===== config.mk =====
export PLATFORM = sky130hd
export DESIGN_NAME = hps_queue
export DESIGN_NICKNAME = d
export VERILOG_FILES = /design/src/hdl/hps_queue.sv
export SDC_FILE = /design/constraint.sdc
export NUM_CORES = 1
export LEC_CHECK = 0
export BUFFER_PORTS_ARGS = -buffer_cell sky130_fd_sc_hd__buf_2
export CELL_PAD_IN_SITES_DETAIL_PLACEMENT = 1
export CELL_PAD_IN_SITES_GLOBAL_PLACEMENT = 1
export CORE_UTILIZATION = 36
export CTS_CLUSTER_SIZE = 14
export DETAILED_ROUTE_END_ITERATION = 12
export GPL_ROUTABILITY_DRIVEN = 0
export HOLD_SLACK_MARGIN = 0.15
export PLACE_DENSITY = 0.75
export SKIP_LAST_GASP = 1
export SYNTH_ARGS = -nofsm -noshare
export SYNTH_HDL_FRONTEND = slang
export SYNTH_SLANG_ARGS = --single-unit

===== constraint.sdc =====
create_clock -name i_clk -period 10.7 [get_ports i_clk]
set_input_delay 1.605 -clock i_clk [delete_from_list [all_inputs] [get_ports i_clk]]
set_output_delay 1.605 -clock i_clk [all_outputs]
set_load 0.02 [all_outputs]

===== src/hdl/hps_queue.sv =====
`timescale 1ns / 1ps
module hps_queue (
    input  logic        i_clk,
    input  logic        i_rst_n,
    input  logic        i_push,
    input  logic [63:0] i_data,
    input  logic        i_pop,
    output logic        o_full,
    output logic        o_empty,
    output logic [63:0] o_data
);
    logic [63:0] r_data [2];
    logic        r_wp, r_rp;
    logic [1:0]  r_cnt;

    assign o_full  = (r_cnt == 2'd2);
    assign o_empty = (r_cnt == 2'd0);
    assign o_data  = r_data[r_rp];

    always_ff @(posedge i_clk) begin
        if (i_push && !o_full) begin
            r_data[r_wp] <= i_data;
        end
        if (!i_rst_n) begin
            r_wp <= 1'b0; r_rp <= 1'b0; r_cnt <= '0;
        end else begin
            if (i_push && !o_full) r_wp <= !r_wp;
            if (i_pop && !o_empty) r_rp <= !r_rp;
            r_cnt <= r_cnt + 2'(i_push && !o_full) - 2'(i_pop && !o_empty);
        end
    end
endmodule


==> flow_metrics.env, run 1 <==
export IMPL_boundaryPins=134
export IMPL_ys_ff_latch=133
export IMPL_yosysSeqAreaShare=0.7649
export IMPL_drc=0
export IMPL_crit_path_start_kind="register"
export IMPL_overflow=0
export IMPL_cts_buffer_depth=2
export IMPL_die_area_sq_mm=0.01480
export IMPL_rsz0062_at_grt="no"
export IMPL_crit_chain="buf_4 > mux2_2 > buf_2"
export IMPL_die_w_um=121.7
export IMPL_clock_fmax_mhz=255.3
export IMPL_crit_arrival_ns=2.31
export IMPL_use_met3=0.04635
export IMPL_setup_viol=0
export IMPL_totalWireLength_um=9532
export IMPL_hold_buffers=0
export IMPL_rrSetupSlack_ns=8.33
export IMPL_final_cell_mix="buf_2, edfxtp_1, mux2_4"
export IMPL_mappedNetlistArea_sq_mm=0.005156
export IMPL_yosysWarnings=0
export IMPL_syn_nets=294
export IMPL_fillCellCount=1359
export IMPL_layout_commonest_cell="buf_2"
export IMPL_min_to="r_rp$_SDFFE_PN0P_"
export IMPL_end_kind="output port"
export IMPL_fp_dieH_um=121.7
export IMPL_tns_ns=0
export IMPL_cts_tree="built"
export IMPL_fp_coreArea_sq_mm=0.01393
export IMPL_nets=441
export IMPL_fin_crit_sh=0.3661
export IMPL_fp_row_count=43
export IMPL_hold_viol_final=0
export IMPL_slew_violations=0
export IMPL_grt_antenna_before_repair=1
export IMPL_grt_use_total=0.1362
export IMPL_p_leak_nw=2.558
export IMPL_worst_pin_slew_ns=0.9333
export IMPL_fin_util=0.4693
export IMPL_rr_worst_depth=4
export IMPL_slowest_delay_ns=0.66
export IMPL_use_met2=0.2376
export IMPL_ant_nets=0
export IMPL_area_growth_pct=26.84
export IMPL_power_density_mw_per_mm2=258.6
export IMPL_vias=2520
export IMPL_syn_inst=224
export IMPL_post_cts_buffers=0
export IMPL_drt_iter0_markers=152
export IMPL_cts_sinks=133
export IMPL_grt_pass1_wl_um=14440
export IMPL_grt_pass1_vias=2792
export IMPL_max_cap_violations=0
export IMPL_worstReg2RegEnd="r_data[0][11]$_DFFE_PP_"
export IMPL_required_ns=9.10
export IMPL_avgSynthCellArea_sq_um=23.02
export IMPL_clkTransAtPathRegs_ns=0.06
export IMPL_slew_headroom=0.3778
export IMPL_hp_start="r_rp$_SDFFE_PN0P_"
export IMPL_hp_class="register to register"
export IMPL_cts_buffers=17
export IMPL_ys_types=17
export IMPL_hold_depth=2
export IMPL_gr_max_usage_layer="met2"
export IMPL_clock_root_buffer="clkbuf_16"
export IMPL_crit_slowest_cell="dfxtp_4"
export IMPL_fin_worst_skew_ns=0.008929
export IMPL_vias_per_cell=4.460
export IMPL_met1_usage=0.1471
export IMPL_insertion_delay_ns=0.41
export IMPL_dp_hpwl_um=6313
export IMPL_r2r_start="r_cnt[0]$_SDFF_PN0_"
export IMPL_drt_pass1_iter_count=4
export IMPL_cts_resized=0
export IMPL_crit_fanout=39
export IMPL_wl_per_cell_um=16.87
export IMPL_start_util=0.3700
export IMPL_status="finished clean"
export IMPL_io_buffers=133
export IMPL_htreeDepth=4
export IMPL_layout_drive_gt1_share=0.5990
export IMPL_ir_drop_uv=131.2
export IMPL_period_needed_ns=3.918
export IMPL_grt_max_degree=65
export IMPL_crit_type="register to output port"
critical path: cells and delay by family, from the launching register on:
kind	cells	cell delay, ns
buffers and inverters	2	0.81
multiplexers	1	0.41
flip-flops	1	0.66
registers in the layout, indices dropped and copies added, names as in the netlist, named ones only:
signal / flops
r_data: 128
r_cnt: 2
r_rp: 1
r_wp: 1
final cells by class:
| type | instances | area (sq um) | share of cell area |
|---|---|---|---|
| timing repair buffer | 135 | 680.7 | 0.1041 |
| sequential | 133 | 3948 | 0.6036 |
| inverter | 2 | 7.507 | 0.001148 |
| antenna | 1 | 2.502 | 0.0003826 |
| clock inverter | 14 | 161.4 | 0.02468 |
| multi-input combinational | 82 | 1086 | 0.1661 |
| tap | 180 | 225.2 | 0.03444 |
| clock buffer | 18 | 429.2 | 0.06562 |
kinds of logic (layout without fill, tap and decap cells):
kind of cell | Yosys count | in the layout | synth area share
AND/OR/NAND/NOR | 11 | 11 | 0.01141
XOR/XNOR | 3 | 3 | 0.005097
multiplexers | 65 | 65 | 0.1854
flip-flops | 133 | 133 | 0.7649
AO/OA/AOI/OAI | 1 | 1 | 0.001457
other | 0 | 1 | 0
buffers and inverters | 9 | 169 | 0.02694
adder cells (fa/ha/maj) | 2 | 2 | 0.004852
layer usage:
layer  share of wire  vias to the layer above  routed length [um]
li1                -                     1176                   -
met1            0.40                     1246                3848
met2            0.53                       85                5005
met3           0.054                       13                 518
met4           0.017                        0                 159
met5               0                        -                   0
how the worst max path moves through the flow:
stage | to | cells past startpoint
after global routing | o_data[2] | 3
after floorplan | r_data[0][0]$_DFFE_PP_ | 2
after CTS | o_data[2] | 3
after global placement | o_data[2] | 3
after detailed placement | r_data[0][8]$_DFFE_PP_ | 4
final | o_data[2] | 3
per-stage QoR:
step	setup slack (ns)	std cells	total power [mW]	hold WS [ns]	instance area, sq um
floorplan	5.839	224	1.038	0.4549	5156
global placement	7.183	532	1.122	0.5024	5947
detailed placement	7.138	532	1.134	0.5379	5947
CTS	6.702	564	1.714	0.5509	6538
global route	6.654	564	1.759	0.5909	6538
finish	6.782	565	1.691	0.5416	6540
Yosys cell counts:
master,number,area share
buf_12,6,0.023
mux2i_1,1,0.0019
xnor2_1,3,0.0051
nor2_1,2,0.0015
nor2b_1,2,0.0024
and3_1,1,0.0012
o21a_1,1,0.0015
mux2_2,4,0.0087
ha_1,2,0.0049
dfxtp_1,5,0.019
edfxtp_1,128,0.75
buf_6,1,0.0022
mux2_4,60,0.17
nand2b_1,2,0.0024
inv_1,2,0.0015
and2_1,2,0.0024
nand2_1,2,0.0015
power by group:
group	leakage [nW]	internal, mW	total (mW)	switching, mW
clock	0.271	0.364	0.576	0.212
sequential	1.24	0.657	0.695	0.0383
combinational	1.05	0.193	0.420	0.227
total	2.56	1.21	1.69	0.478
No activity file was read; power rests on OpenSTA's default activity.
==> inputs of run 2 (changes only) <==
--- a/config.mk
+++ b/config.mk
@@ -13,7 +13,7 @@
 export DETAILED_ROUTE_END_ITERATION = 12
 export GPL_ROUTABILITY_DRIVEN = 0
 export HOLD_SLACK_MARGIN = 0.15
-export PLACE_DENSITY = 0.75
+export PLACE_DENSITY = 0.78
 export SKIP_LAST_GASP = 1
 export SYNTH_ARGS = -nofsm -noshare
 export SYNTH_HDL_FRONTEND = slang
==> constraint.sdc (replaced) <==
create_clock -name i_clk -period 3.15 [get_ports i_clk]
set_input_delay 0.4725 -clock i_clk [delete_from_list [all_inputs] [get_ports i_clk]]
set_output_delay 0.4725 -clock i_clk [all_outputs]
set_load 0.02 [all_outputs]
==> run 2 against run 1 <==
  * Global-route usage up 0.10 points
  * Largest power group unchanged
  * Sequential cell count unchanged
  * Sequential power grew to 3.4 times the previous value
  * Utilization decreased by 0.13 points
  * Setup slack got worse by 6.0 ns
==> flow_metrics.env, run 2 (synthesized netlist as in run 1, its figures left out) <==
export IMPL_ant_nets=0
export IMPL_tns_ns=0
export IMPL_total_power_mw=5.638
export IMPL_fp_dieH_um=121.7
export IMPL_crit_arrival_ns=1.85
export IMPL_end_kind="output port"
export IMPL_grt_antenna_before_repair=0
export IMPL_reg_top3="r_data: 128 flops, r_cnt: 2 flops"
export IMPL_fin_worst_skew_ns=0.009793
export IMPL_cts_tree="built"
export IMPL_cts_buffer_depth=2
export IMPL_drc=0
export IMPL_crit_chain="buf_4 > mux2_4 > buf_2"
export IMPL_p_leak_nw=2.565
export IMPL_cts_buffers=17
export IMPL_pre_cts_slack_ns=1.233
export IMPL_fp_coreArea_sq_mm=0.01393
export IMPL_cts_resized=0
export IMPL_hold_buffers=0
export IMPL_start_util=0.3700
export IMPL_grt_pass1_vias=2809
export IMPL_vias=2554
export IMPL_rsz0062_at_grt="no"
export IMPL_die_w_um=121.7
export IMPL_die_area_sq_mm=0.01480
export IMPL_post_cts_buffers=0
export IMPL_insertedDiodeCount=0
export IMPL_drt_iter0_markers=134
export IMPL_drt_pass1_iter_count=4
export IMPL_crit_type="register to output port"
export IMPL_place_area_sq_mm=0.005974
export IMPL_hold_viol_final=0
export IMPL_grt_use_total=0.1372
export IMPL_grt_pass1_wl_um=14390
export IMPL_rrSetupSlack_ns=1.38
export IMPL_boundaryPins=134
export IMPL_worst_pin_slew_ns=0.9279
export IMPL_clkTransAtPathRegs_ns=0.06
export IMPL_layout_commonest_cell="buf_2"
export IMPL_totalWireLength_um=9620
export IMPL_crit_path_start_kind="register"
export IMPL_slew_headroom=0.3814
export IMPL_whs_ns=0.2397
export IMPL_vias_per_cell=4.512
export IMPL_slew_violations=0
export IMPL_regMostFlops="r_data"
export IMPL_crit_slowest_cell="dfxtp_4"
export IMPL_overflow=0
export IMPL_htreeDepth=4
export IMPL_clock_root_buffer="clkbuf_16"
export IMPL_crit_fanout=18
export IMPL_final_cell_mix="buf_2, edfxtp_1, mux2_4"
export IMPL_insertion_delay_ns=0.42
export IMPL_hp_class="primary input to register"
export IMPL_period_needed_ns=2.321
export IMPL_setup_viol=0
export IMPL_io_buffers=133
export IMPL_nets=443
export IMPL_ir_drop_uv=406.1
export IMPL_largest_reg_flops=128
export IMPL_slowest_delay_ns=0.53
export IMPL_area_growth_pct=26.47
export IMPL_max_cap_violations=0
export IMPL_dp_hpwl_um=6412
export IMPL_required_ns=2.68
export IMPL_cts_sinks=133
export IMPL_fin_crit_sh=0.7367
export IMPL_status="finished clean"
export IMPL_stdcell_area_sq_mm=0.006521
export IMPL_clock_fmax_mhz=430.9
export IMPL_layout_drive_gt1_share=0.5933
export IMPL_worst_slack_ns=0.8294
export IMPL_power_density_mw_per_mm2=864.5
export IMPL_grt_max_degree=65
export IMPL_wl_per_cell_um=17.00
export IMPL_fp_row_count=43
==> run 2: cell count changes in the layout (fill, tap and decap cells not counted), moves of 2 or more <==
cell and delta:
clkinv_2 +3, clkinv_1 +3, clkinvlp_4 -3, clkinv_4 -2
==> run 2: area by class of cell <==
cell class                 instances  area (sq um)
tap                              180         225.2
inverter                           2         7.507
clock buffer                      18         429.2
multi-input combinational         82          1086
fill                            1344          7413
sequential                       133          3948
clock inverter                    14         117.6
timing repair buffer             137         708.2
==> run 2: path summary, 6_finish.rpt <==
check                                          from                      end  depth (start not counted)
worst min-delay path                     i_data[19]  r_data[1][19]$_DFFE_PP_                          1
worst max register to register  r_cnt[0]$_SDFF_PN0_  r_data[1][32]$_DFFE_PP_                          2
worst max-delay path                       register               o_data[26]                          3
worst min register to register    r_wp$_SDFFE_PN0P_        r_wp$_SDFFE_PN0P_                          2
==> run 2: power by group <==
group | internal (mW) | total [mW] | switching, mW
Sequential | 2.23 | 2.34 | 0.107
Combinational | 0.670 | 1.48 | 0.807
Clock | 1.14 | 1.82 | 0.686
==> run 2: layer usage <==
metal | vias up | GRT usage | routed length (um)
li1 | 1177 | - | -
met1 | 1274 | 0.1379 | 3618
met2 | 87 | 0.2425 | 5261
met3 | 16 | 0.05524 | 552
met4 | 0 | 0.07253 | 188
met5 | - | 0 | 0
==> run 2: worst max-delay path, delay by kind of cell (launching register included) <==
| family | cells | cell delay [ns] |
|---|---|---|
| muxes | 1 | 0.34 |
| DFF | 1 | 0.53 |
| buffers and inverters | 2 | 0.56 |
==> run 2: stage by stage <==
| step | utilization | std cells |
|---|---|---|
| after floorplan | - | 224 |
| after global placement | 0.4288 | 534 |
| after detailed placement | 0.4288 | 534 |
| after CTS | 0.4680 | 566 |
| after global routing | 0.4680 | 566 |
| final | 0.4680 | 566 |
