<file path="src/hdl/hps_pkg.sv">
`timescale 1ns / 1ps
package hps_pkg;

    localparam int SEEN_DEPTH_DEF = 256;
    localparam int MIN_DIGITS     = 8;
    localparam int MAX_DIGITS     = 16;
    localparam int LEN_SAT        = 17;
    localparam int NUM_REGS       = 8;

    typedef enum logic [1:0] {
        PH_IDLE   = 2'd0,
        PH_ZERO   = 2'd1,
        PH_PREFIX = 2'd2,
        PH_RUN    = 2'd3
    } t_phase;

    typedef enum logic [2:0] {
        REG_TEXT_LOW    = 3'd0,
        REG_TEXT_HIGH   = 3'd1,
        REG_MODULE_LOW  = 3'd2,
        REG_MODULE_HIGH = 3'd3,
        REG_DIRECT_LOW  = 3'd4,
        REG_DIRECT_HIGH = 3'd5,
        REG_SPACE_LOW   = 3'd6,
        REG_SPACE_HIGH  = 3'd7
    } t_reg_idx;

    typedef enum logic [1:0] {
        ST_IDLE  = 2'd0,
        ST_SCAN  = 2'd1,
        ST_CLASS = 2'd2
    } t_back_state;

    typedef enum logic [1:0] {
        REGION_TEXT   = 2'd0,
        REGION_MODULE = 2'd1,
        REGION_DIRECT = 2'd2,
        REGION_SPACE  = 2'd3
    } t_region;

    typedef struct packed {
        logic [63:0] lo;
        logic [63:0] hi;
    } t_window;

    typedef struct packed {
        t_window text_w;
        t_window module_w;
        t_window direct_w;
        t_window space_w;
    } t_windows;

    function automatic logic [4:0] hex_val(input logic [7:0] c);
        logic [4:0] r;
        r = 5'h10;
        if (c >= 8'h30 && c <= 8'h39) r = {1'b0, 4'(c - 8'h30)};
        else if (c >= 8'h61 && c <= 8'h66) r = {1'b0, 4'(c - 8'h57)};
        else if (c >= 8'h41 && c <= 8'h46) r = {1'b0, 4'(c - 8'h37)};
        return r;
    endfunction

endpackage

</file>
<file path="src/hdl/hps_front.sv">
`timescale 1ns / 1ps
module hps_front (
    input  logic        i_clk,
    input  logic        i_rst_n,
    input  logic        i_push,
    input  logic [7:0]  i_ch,
    input  logic        i_end_of_text,
    input  logic        i_q_full,
    output logic        o_stall,
    output logic        o_cand_valid,
    output logic [63:0] o_cand_value
);
    import hps_pkg::*;

    t_phase      r_phase, n_phase;
    logic [63:0] r_value, n_value;
    logic [4:0]  r_len, n_len;
    logic [4:0]  w_d;
    logic        w_ishex, w_close, w_take;
    logic [63:0] w_cv;
    logic [4:0]  w_cl;

    // Every character is held off while the queue is full, since any of them may close a run.
    assign w_d     = hex_val(i_ch);
    assign w_ishex = !w_d[4];
    assign o_stall = i_q_full;
    assign w_take  = i_push && !i_q_full;

    always_comb begin
        n_phase = r_phase;
        n_value = r_value;
        n_len   = r_len;
        w_close = 1'b0;
        w_cv    = r_value;
        w_cl    = r_len;
        unique case (r_phase)
            PH_IDLE: begin
                if (i_ch == 8'h30) begin
                    n_phase = PH_ZERO; n_value = '0; n_len = 5'd1;
                end else if (w_ishex) begin
                    n_phase = PH_RUN; n_value = {60'd0, w_d[3:0]}; n_len = 5'd1;
                end
            end
            PH_ZERO: begin
                if (i_ch == 8'h78 || i_ch == 8'h58) begin
                    n_phase = PH_PREFIX; n_value = '0; n_len = '0;
                end else if (w_ishex) begin
                    n_phase = PH_RUN;
                    n_value = {r_value[59:0], w_d[3:0]};
                    n_len   = (r_len < 5'(LEN_SAT)) ? r_len + 5'd1 : r_len;
                end else begin
                    w_close = 1'b1; n_phase = PH_IDLE; n_value = '0; n_len = '0;
                end
            end
            PH_PREFIX: begin
                if (w_ishex) begin
                    n_phase = PH_RUN; n_value = {60'd0, w_d[3:0]}; n_len = 5'd1;
                end else begin
                    n_phase = PH_IDLE;
                end
            end
            PH_RUN: begin
                if (w_ishex) begin
                    n_value = {r_value[59:0], w_d[3:0]};
                    n_len   = (r_len < 5'(LEN_SAT)) ? r_len + 5'd1 : r_len;
                end else begin
                    w_close = 1'b1; n_phase = PH_IDLE; n_value = '0; n_len = '0;
                end
            end
            default: n_phase = PH_IDLE;
        endcase
        if (i_end_of_text) begin
            if (n_phase == PH_RUN || n_phase == PH_ZERO) begin
                w_close = 1'b1; w_cv = n_value; w_cl = n_len;
            end
            n_phase = PH_IDLE; n_value = '0; n_len = '0;
        end
    end

    always_ff @(posedge i_clk) begin
        if (!i_rst_n) begin
            r_phase <= PH_IDLE;
            r_value <= '0;
            r_len   <= '0;
        end else if (w_take) begin
            r_phase <= n_phase;
            r_value <= n_value;
            r_len   <= n_len;
        end
    end

    // Only candidates of legal length and nonzero value go to the back end.
    assign o_cand_valid = w_take && w_close && w_cv != '0
                          && w_cl >= 5'(MIN_DIGITS) && w_cl <= 5'(MAX_DIGITS);
    assign o_cand_value = w_cv;
endmodule

</file>
<file path="config.mk">
export PLATFORM = sky130hd
export DESIGN_NAME = hps_front
export DESIGN_NICKNAME = d
export VERILOG_FILES = /design/src/hdl/hps_pkg.sv /design/src/hdl/hps_front.sv
export SDC_FILE = /design/constraint.sdc
export NUM_CORES = 1
export LEC_CHECK = 0
export BUFFER_PORTS_ARGS = -buffer_cell sky130_fd_sc_hd__buf_2
export CAP_MARGIN = 25
export CORE_ASPECT_RATIO = 0.8
export CORE_MARGIN = 3
export CORE_UTILIZATION = 50
export DETAILED_ROUTE_END_ITERATION = 10
export GPL_ROUTABILITY_DRIVEN = 0
export HOLD_SLACK_MARGIN = 0.12
export PLACE_DENSITY = 0.8
export SETUP_SLACK_MARGIN = 0.15
export SLEW_MARGIN = 20
export SYNTH_ARGS = -nofsm -noshare
export SYNTH_HDL_FRONTEND = slang
export SYNTH_SLANG_ARGS = --single-unit
export TNS_END_PERCENT = 30
</file>
<file path="constraint.sdc">
create_clock -name i_clk -period 8.9 [get_ports i_clk]
set_input_delay 2.67 -clock i_clk [delete_from_list [all_inputs] [get_ports i_clk]]
set_output_delay 2.67 -clock i_clk [all_outputs]
set_load 0.1 [all_outputs]
</file>
==> results_dict.tcl, run 1 <==
set metrics [dict create \
    drv_slew 0 \
    maxCapViolCount 0 \
    viasPerCell 6.13 \
    rsz0062_at_grt "no" \
    worst_pin_slew_ps 979 \
    post_cts_resize_count 0 \
    synth_area_um2 4330 \
    met1_length_um 5410 \
    ys_types 64 \
    min_period_ps 8230 \
    core_area_um2 8160 \
    nFillCells 751 \
    start_util_pct 53.0 \
    cts_tree "built" \
    n_antenna_cell 0 \
    start_kind "primary input" \
    cts.sink_count 71 \
    first_iter_violations 467 \
    topRoutingLayerUsed "met4" \
    area_growth_syn_to_layout_pct 13.3 \
    cts_root_buf "clkbuf_8" \
    hpwl_um 8150 \
    cp.required_ps 6230 \
    cts_buffers 9 \
    endpoint_kind "primary output" \
    p_leak_nw 2.08 \
    crit_start "i_ch[0]" \
    crit_slowest_cell "o21a_2" \
    chipHeight_um 89.2 \
    ant_nets 0 \
    port_buffers 78 \
    mappedNetlistNets 600 \
    grt_overflow 0 \
    fin_worst_skew_ps 7.69 \
    finish.utilization_pct 60.1 \
    fin_crit_sh_pct 92.5 \
    grt_pass1_wl_um 19400 \
    path_max_fanout 35 \
    routed_wl_um 12000 \
    firstDrtPassIters 5 \
    antenna_found_initial 0 \
    grt_usage_pct 24.6 \
    hold_path.class "flip-flop to flip-flop" \
    ys_ff_latch 71 \
    setup_viol 0 \
    drive_gt1_share_pct 19.1 \
    die_w_um 110 \
    cts.htree.levels 3 \
    post_cts_buffers 0 \
    clk_latency_ps 340 \
    clockBufferDepth 2 \
    tns_ps 0 \
    nets 647 \
    crit_chain "buf_2 > inv_1 > ha_1 > or3b_4 > o21a_2 > buf_4 > o311ai_2 > o211ai_1 > a211oi_2 > nor4_2 > buf_2" \
    synthArstFlopShare_pct 0 \
    finalHoldViolCount 0 \
    avgSynthCellArea_um2 7.43 \
    cts_hold_buf 0 \
    syn_inst 583 \
    clk_pin_slew_worst_paths_ps 70 \
    critPathKind "primary input to primary output" \
    grt_start_max_net_pins 72 \
    r2r-start "r_phase[0]" \
    worstPathArrival_ps 5560 \
    critPathMaxStageDelay_ps 530 \
    num_vias 4553 \
    min-delay-start "r_phase[1]" \
    slew_headroom_pct 34.7 \
    critical_path.most_common_cell "buf_2" \
    synth-edff-count 0 \
    multi_input_area_um2 2690 \
    met3_wirelength_um 1170 \
    drc 0 \
    layout.area.seq_um2 1420 \
    powerDensity_nw_per_um2 126 \
    io_pins 79 \
    wl_met2_um 5260 \
    grt_pass1_vias 3876 \
    ir_worst_vdd_mv 0.0721 \
    wire_per_inst_um 16.1 \
    ys_seq_area_share_pct 32.8 \
    num_rows 29 \
    yosys_warnings 0 \
    fmax_ghz 0.121 \
    ys.flop_type "dfxtp_1" \
    outcome "complete, no violations" \
    dieArea_um2 9820 \
]
-- kinds of logic after synthesis --
group                    after synthesis  share of synthesized area, %
AND/OR/NAND/NOR                      325                          38.3
AO/OA/AOI/OAI                        126                          21.8
flip-flops                            71                          32.8
buffers and inverters                 55                          5.49
adder cells (fa/ha/maj)                4                          1.16
XOR/XNOR                               1                         0.202
multiplexers                           1                         0.231
-- worst paths after layout --
check	slack (ps)	depth (start not counted)	endpoint
hold / removal	540	2	r_phase[1]
hold reg to reg	540	2	r_phase[1]
setup / recovery	670	11	o_cand_valid
setup reg to reg	6200	6	r_value[40]
-- worst max-delay path, delay by kind of cell --
kind            cells  cell delay (ps)
simple gates        2              600
compound gates      4              910
fa+ha+maj           1              230
buf+inv             4             1130
-- report_power, final --
| group | leakage, nW | total (mW) | internal, mW | switching (mW) |
|---|---|---|---|---|
| combinational | 1.40 | 0.0467 | 0.0147 | 0.0320 |
| sequential | 0.572 | 0.318 | 0.318 | 0.000432 |
| clock | 0.103 | 0.255 | 0.137 | 0.118 |
| total | 2.08 | 0.620 | 0.469 | 0.150 |
-- state kept, by name, indices dropped and copies added (netlist names) --
register,cells
r_len,5
r_value,64
r_phase,2
-- stage by stage --
stage          total power, mW  area, µm²  hold slack [ps]  worst slack (ps)  cells
2_1_floorplan            0.360       4330              481               233    583
3_3_place_gp             0.370       4710              521               817    727
3_5_place_dp             0.371       4710              526               731    727
4_1_cts                  0.626       4900              538               726    743
5_1_grt                  0.644       4900              566               489    743
6_report                 0.620       4900              536               668    743
-- routing by layer --
metal	track usage, %	up-vias
met5	0	-
met4	5.89	0
met3	4.84	20
met2	36.7	260
met1	36.5	2099
li1	-	2174
-- cell type report --
type | instances | share of cell area, %
clock inverters | 5 | 1.17
repair buffers | 84 | 8.88
inverters | 7 | 0.536
multi-input cells | 457 | 54.8
clock buffers | 11 | 2.88
flip-flops and latches | 71 | 29.0
well taps | 108 | 2.76
-- cell usage after synthesis, drive strengths merged, types with 4 or more instances --
library cell  instances  area (µm²)
a211oi                4        35.0
a21oi                 4        20.0
a22oi                67         503
buf                  28         136
clkbuf               20        75.1
dfxtp                71        1420
ha                    4        50.1
inv                   7        26.3
nand2               138         521
nand3                58         290
nand4                 7        43.8
nor2                 13        48.8
nor2b                69         432
nor3                  6        35.0
nor4                 13        93.8
o211ai                6        45.0
o21ai                22         118
-- cell usage in the layout, fill, tap and decap left out, types with 10 or more instances in the layout --
| master | instances |
|---|---|
| nand3_1 | 58 |
| buf_2 | 78 |
| clkbuf_8 | 10 |
| o21ai_0 | 16 |
| a22oi_1 | 67 |
| nor2_1 | 13 |
| nor2b_1 | 69 |
| nor4_1 | 11 |
| nand2_1 | 136 |
| dfxtp_1 | 71 |
Note: power is estimated with default switching activity, not from simulation.
==> run 2, diff against run 1 <==
--- a/config.mk
+++ b/config.mk
@@ -5,15 +5,15 @@
 export SDC_FILE = /design/constraint.sdc
 export NUM_CORES = 1
 export LEC_CHECK = 0
-export BUFFER_PORTS_ARGS = -buffer_cell sky130_fd_sc_hd__buf_2
 export CAP_MARGIN = 25
 export CORE_ASPECT_RATIO = 0.8
 export CORE_MARGIN = 3
 export CORE_UTILIZATION = 50
 export DETAILED_ROUTE_END_ITERATION = 10
+export DONT_BUFFER_PORTS = 1
 export GPL_ROUTABILITY_DRIVEN = 0
 export HOLD_SLACK_MARGIN = 0.12
-export PLACE_DENSITY = 0.8
+export PLACE_DENSITY_LB_ADDON = 0.2
 export SETUP_SLACK_MARGIN = 0.15
 export SLEW_MARGIN = 20
 export SYNTH_ARGS = -nofsm -noshare
==> run 2 against run 1 <==
Routed wire length up 4.4%. First-iteration DRC count up 36%. Critical endpoint unchanged. Hold slack about the same. Largest cell class unchanged. Sequential share of layout area down 1.1 points. Cell area up 4.0%.
==> results_dict.tcl, run 2 (same netlist as run 1, synthesis figures left out) <==
set metrics [dict create \
    post_cts_buffers 0 \
    grt_start_max_net_pins 72 \
    reg2reg_to "r_value[12]" \
    post_cts_resize_count 0 \
    cts.sink_count 71 \
    powerDensity_nw_per_um2 115 \
    chipHeight_um 89.2 \
    slew_headroom_pct 26.1 \
    nets 629 \
    dieArea_um2 9820 \
    core_area_um2 8160 \
    start_util_pct 53.0 \
    grt_usage_pct 26.6 \
    setup_slack_ps 926 \
    grt_pass1_wl_um 20600 \
    worst_pin_slew_ps 1110 \
    cts_root_buf "clkbuf_8" \
    p_leak_nw 2.02 \
    viasPerCell 6.14 \
    io_pins 79 \
    worstPathArrival_ps 5300 \
    final_cell_mix "136 x nand2_1, 71 x dfxtp_1, 69 x nor2b_1, 67 x a22oi_1, 60 x buf_4" \
    hpwl_um 8280 \
    n_antenna_cell 0 \
    critPathKind "primary input to primary output" \
    drive_gt1_share_pct 18.3 \
    maxCapViolCount 0 \
    wire_per_inst_um 17.3 \
    grt_overflow 0 \
    largest_reg_flops 64 \
    ant_nets 0 \
    nFillCells 713 \
    fin_crit_sh_pct 89.6 \
    start_kind "primary input" \
    antenna_found_initial 0 \
    drv_slew 0 \
    clk_latency_ps 370 \
    layout.area.seq_um2 1420 \
    fin_area_um2 5100 \
    rsz0062_at_grt "no" \
    postPlaceCellArea_um2 4930 \
    min_period_ps 7970 \
    cts_buffers 9 \
    outcome "complete, no violations" \
    num_vias 4448 \
    reg2regPathDepth 6 \
    num_rows 29 \
    tns_ps 0 \
    endpoint_kind "primary output" \
    ir_worst_vdd_mv 0.102 \
    cts_hold_buf 0 \
    top_register "r_value" \
    r2r_setup_slack_ps 6050 \
    clk_pin_slew_worst_paths_ps 70 \
    r2r-start "r_phase[0]" \
    die_w_um 110 \
    min_to "r_phase[1]" \
    cp.required_ps 6230 \
    cts_tree "built" \
    min-delay-start "r_phase[1]" \
    fin_worst_skew_ps 14.5 \
    drc 0 \
    finalHoldViolCount 0 \
    area_growth_syn_to_layout_pct 17.8 \
    first_iter_violations 637 \
    firstDrtPassIters 6 \
    top_regs "r_value (64), r_len (5), r_phase (2)" \
    clockBufferDepth 2 \
    holdPathStages 2 \
    setup_viol 0 \
    grt_pass1_vias 4024 \
    fmax_ghz 0.125 \
    cts.htree.levels 3 \
    port_buffers 0 \
    path_max_fanout 36 \
    hold_path.class "flip-flop to flip-flop" \
    multi_input_area_um2 2730 \
    layout_commonest_cell "nand2_1" \
    place_ws_ps 1000 \
    routed_wl_um 12500 \
]
run 2: cell type report:
type | count | area share (%)
inverter | 7 | 0.515
sequential | 71 | 27.9
multi-input combinational | 457 | 53.5
timing repair buffer | 66 | 12.1
tap | 108 | 2.65
clock inverter | 7 | 0.932
clock buffer | 9 | 2.43
run 2: layer usage:
metal | track usage (%) | up-vias | share of wire [%]
li1 | - | 2140 | -
met1 | 38.9 | 2126 | 46
met2 | 39.0 | 167 | 45
met3 | 7.29 | 15 | 7.4
met4 | 5.78 | 0 | 1.2
met5 | 0 | - | 0
run 2: worst max path at each step:
stage	from	endpoint	slack, ps
after floorplan	i_ch[1]	o_cand_valid	230
after global placement	i_ch[0]	o_cand_valid	1090
after detailed placement	i_ch[1]	o_cand_valid	1000
after CTS	i_ch[1]	o_cand_valid	990
after global routing	i_ch[1]	o_cand_valid	820
final	i_ch[1]	o_cand_valid	930
run 2: power breakdown:
| group | leakage, nW | switching [mW] | total (mW) | internal (mW) |
|---|---|---|---|---|
| Clock | 0.0854 | 0.130 | 0.230 | 0.101 |
| Sequential | 0.572 | 0.000452 | 0.318 | 0.318 |
| Combinational | 1.37 | 0.0231 | 0.0359 | 0.0129 |
run 2: worst max-delay path, stage by stage:
cell,delay [ps]
inv_1,60
ha_1,200
or3b_4,440
o21a_2,460
o21ai_1,330
o21ai_1,190
nor4_2,180
a211oi_1,140
nor4_4,280
buf_4,340
run 2: through the flow:
| step | total power [mW] | util (%) | hold WS, ps | std cells |
|---|---|---|---|---|
| 6_report | 0.584 | 62.5 | 535 | 725 |
| 2_1_floorplan | 0.360 | - | 481 | 583 |
| 3_5_place_dp | 0.361 | 60.4 | 519 | 709 |
| 4_1_cts | 0.589 | 62.5 | 534 | 725 |
| 5_1_grt | 0.610 | 62.5 | 577 | 725 |
| 3_3_place_gp | 0.360 | 58.3 | 521 | 703 |
==> run 3, diff against run 2 <==
--- a/config.mk
+++ b/config.mk
@@ -6,7 +6,7 @@
 export NUM_CORES = 1
 export LEC_CHECK = 0
 export CAP_MARGIN = 25
-export CORE_ASPECT_RATIO = 0.8
+export CORE_ASPECT_RATIO = 0.75
 export CORE_MARGIN = 3
 export CORE_UTILIZATION = 50
 export DETAILED_ROUTE_END_ITERATION = 10
==> run 3 against run 2 <==
Clock-buffer cell count is 2 higher. Global-route usage down 0.59 points. Clock power up 49%. Largest power group is now the clock network. Power is 19% higher. Register-to-register slack worse by 80 ps. Routed wire length grew 4.0%. Non-clock buffer count is 2 lower. Sequential share of layout area fell by 0.29 points. First-iteration DRC count down 9.1%. Largest cell class unchanged. Sequential power hardly changed. Combinational power about the same. Worst setup slack got worse by 11 ps.
==> results_dict.tcl, run 3 (same netlist as run 1, synthesis figures left out) <==
set metrics [dict create \
    grt-busiest-layer "met2" \
    firstDrtPassIters 6 \
    place_ws_ps 948 \
    cts.htree.levels 3 \
    power_frac_clock_pct 49.1 \
    layout_commonest_cell "nand2_1" \
    start_util_pct 53.0 \
    fin_crit_sh_pct 89.7 \
    min_period_ps 7980 \
    setup_slack_ps 915 \
    cts_root_buf "clkbuf_16" \
    post_cts_buffers 0 \
    outcome "complete, no violations" \
    grt_pass1_wl_um 20900 \
    dieArea_um2 9820 \
    slew_headroom_pct 25.2 \
    power_frac_seq_pct 45.8 \
    clk_latency_ps 330 \
    wire_per_inst_um 18.1 \
    nets 627 \
    ant_nets 0 \
    intPower_mw 0.534 \
    tns_ps 0 \
    die_w_um 113 \
    first_iter_violations 579 \
    finish.utilization_pct 63.1 \
    fin_worst_skew_ps 4.25 \
    grt_usage_pct 26.0 \
    multi_input_area_um2 2730 \
    endpoint_kind "primary output" \
    clockBufferDepth 2 \
    top_regs "r_value (64), r_len (5), r_phase (2)" \
    ir_worst_vdd_mv 0.0860 \
    cts_hold_buf 0 \
    worst_pin_slew_ps 1120 \
    path_max_fanout 41 \
    drv_slew 0 \
    fmax_ghz 0.125 \
    critPathKind "primary input to primary output" \
    maxCapViolCount 0 \
    crit_slowest_cell "o21a_2" \
    grt_start_max_net_pins 72 \
    grt_overflow 0 \
    cts_buffers 9 \
    grt_use_met1_pct 38.2 \
    r2r_setup_slack_ps 5970 \
    core_area_um2 8160 \
    num_vias 4534 \
    viasPerCell 6.30 \
    rsz0062_at_grt "no" \
    hpwl_um 8450 \
    grt.met3_usage_pct 6.98 \
    post_cts_resize_count 0 \
    nFillCells 706 \
    drive_gt1_share_pct 18.0 \
    port_buffers 0 \
    powerDensity_nw_per_um2 135 \
    worstPathArrival_ps 5310 \
    area_growth_syn_to_layout_pct 19.0 \
    setup_viol 0 \
    num_rows 28 \
    grtUsageMet2_pct 38.3 \
    p_switching_mw 0.162 \
    cp.required_ps 6230 \
    p_leak_nw 2.06 \
    p_comb_share_pct 5.1 \
    n_antenna_cell 0 \
    largest_reg_flops 64 \
    switching_share_pct 23.3 \
    hold_path.class "flip-flop to flip-flop" \
    critical_path.most_common_cell "o21ai_1" \
    antenna_found_initial 0 \
    finalHoldViolCount 0 \
    critPathMaxStageDelay_ps 660 \
    cts_tree "built" \
    top_register "r_value" \
    final_cell_mix "136 x nand2_1, 71 x dfxtp_1, 69 x nor2b_1, 67 x a22oi_1, 60 x buf_4" \
    crit_chain "inv_1 > ha_1 > or3b_4 > o21a_2 > o21ai_1 > o21ai_1 > nor4_2 > a211oi_1 > nor4_4 > buf_4" \
    chipHeight_um 86.6 \
    drc 0 \
    grt_pass1_vias 4150 \
    layout.area.seq_um2 1420 \
    io_pins 79 \
    finalHoldWorstSlack_ps 525 \
    start_kind "primary input" \
    total_power_mw 0.696 \
    cts.sink_count 71 \
    clk_pin_slew_worst_paths_ps 60 \
    routed_wl_um 13000 \
]
-- run 3: cell types whose count changed in the layout (fill, tap and decap cells not counted), sizes merged --
cell,delta
buf,-2
clkbuf,+2
clkinv,-1
clkinvlp,-1
-- run 3: cell type report --
cell class                 instances  area share (%)
timing repair buffer              64            10.9
inverter                           7           0.510
clock inverter                     5           0.607
multi-input combinational        457            53.0
sequential                        71            27.6
tap                              105            2.55
clock buffer                      11            4.90
-- run 3: final timing paths --
| kind | startpoint | to | cells past startpoint |
|---|---|---|---|
| max | i_ch[1] | o_cand_valid | 10 |
| min | r_phase[1] | r_phase[1] | 2 |
| max reg2reg | r_phase[0] | r_value[4] | 6 |
| min reg2reg | r_phase[1] | r_phase[1] | 2 |
-- run 3: worst max-delay path: cells and delay by family --
kind                     cells  cell delay (ps)
AND/OR/NAND/NOR              3              430
AO/OA/AOI/OAI                4             1700
adder cells (fa/ha/maj)      1              210
buffers and inverters        2              300
-- run 3: power groups by stage --
stage / Combinational, mW / Sequential (mW) / Clock [mW]
final: 0.0356 / 0.318 / 0.342
after floorplan: 0.0352 / 0.325 / 0
after global routing: 0.0377 / 0.318 / 0.359
after CTS: 0.0349 / 0.318 / 0.345
after detailed placement: 0.0348 / 0.325 / 0
after global placement: 0.0342 / 0.325 / 0
-- run 3: metrics by stage --
| stage | std cells | instance area (µm²) |
|---|---|---|
| final | 720 | 5150 |
| after global routing | 720 | 5150 |
| after CTS | 719 | 5130 |
| after detailed placement | 703 | 4840 |
| after global placement | 700 | 4760 |
| after floorplan | 583 | 4330 |
-- run 3: per-layer routing --
metal  up-vias  wire length [µm]
met3        16              1130
li1       2132                 -
met1      2155              5980
met2       231              5760
met5         -                 0
met4         0               144
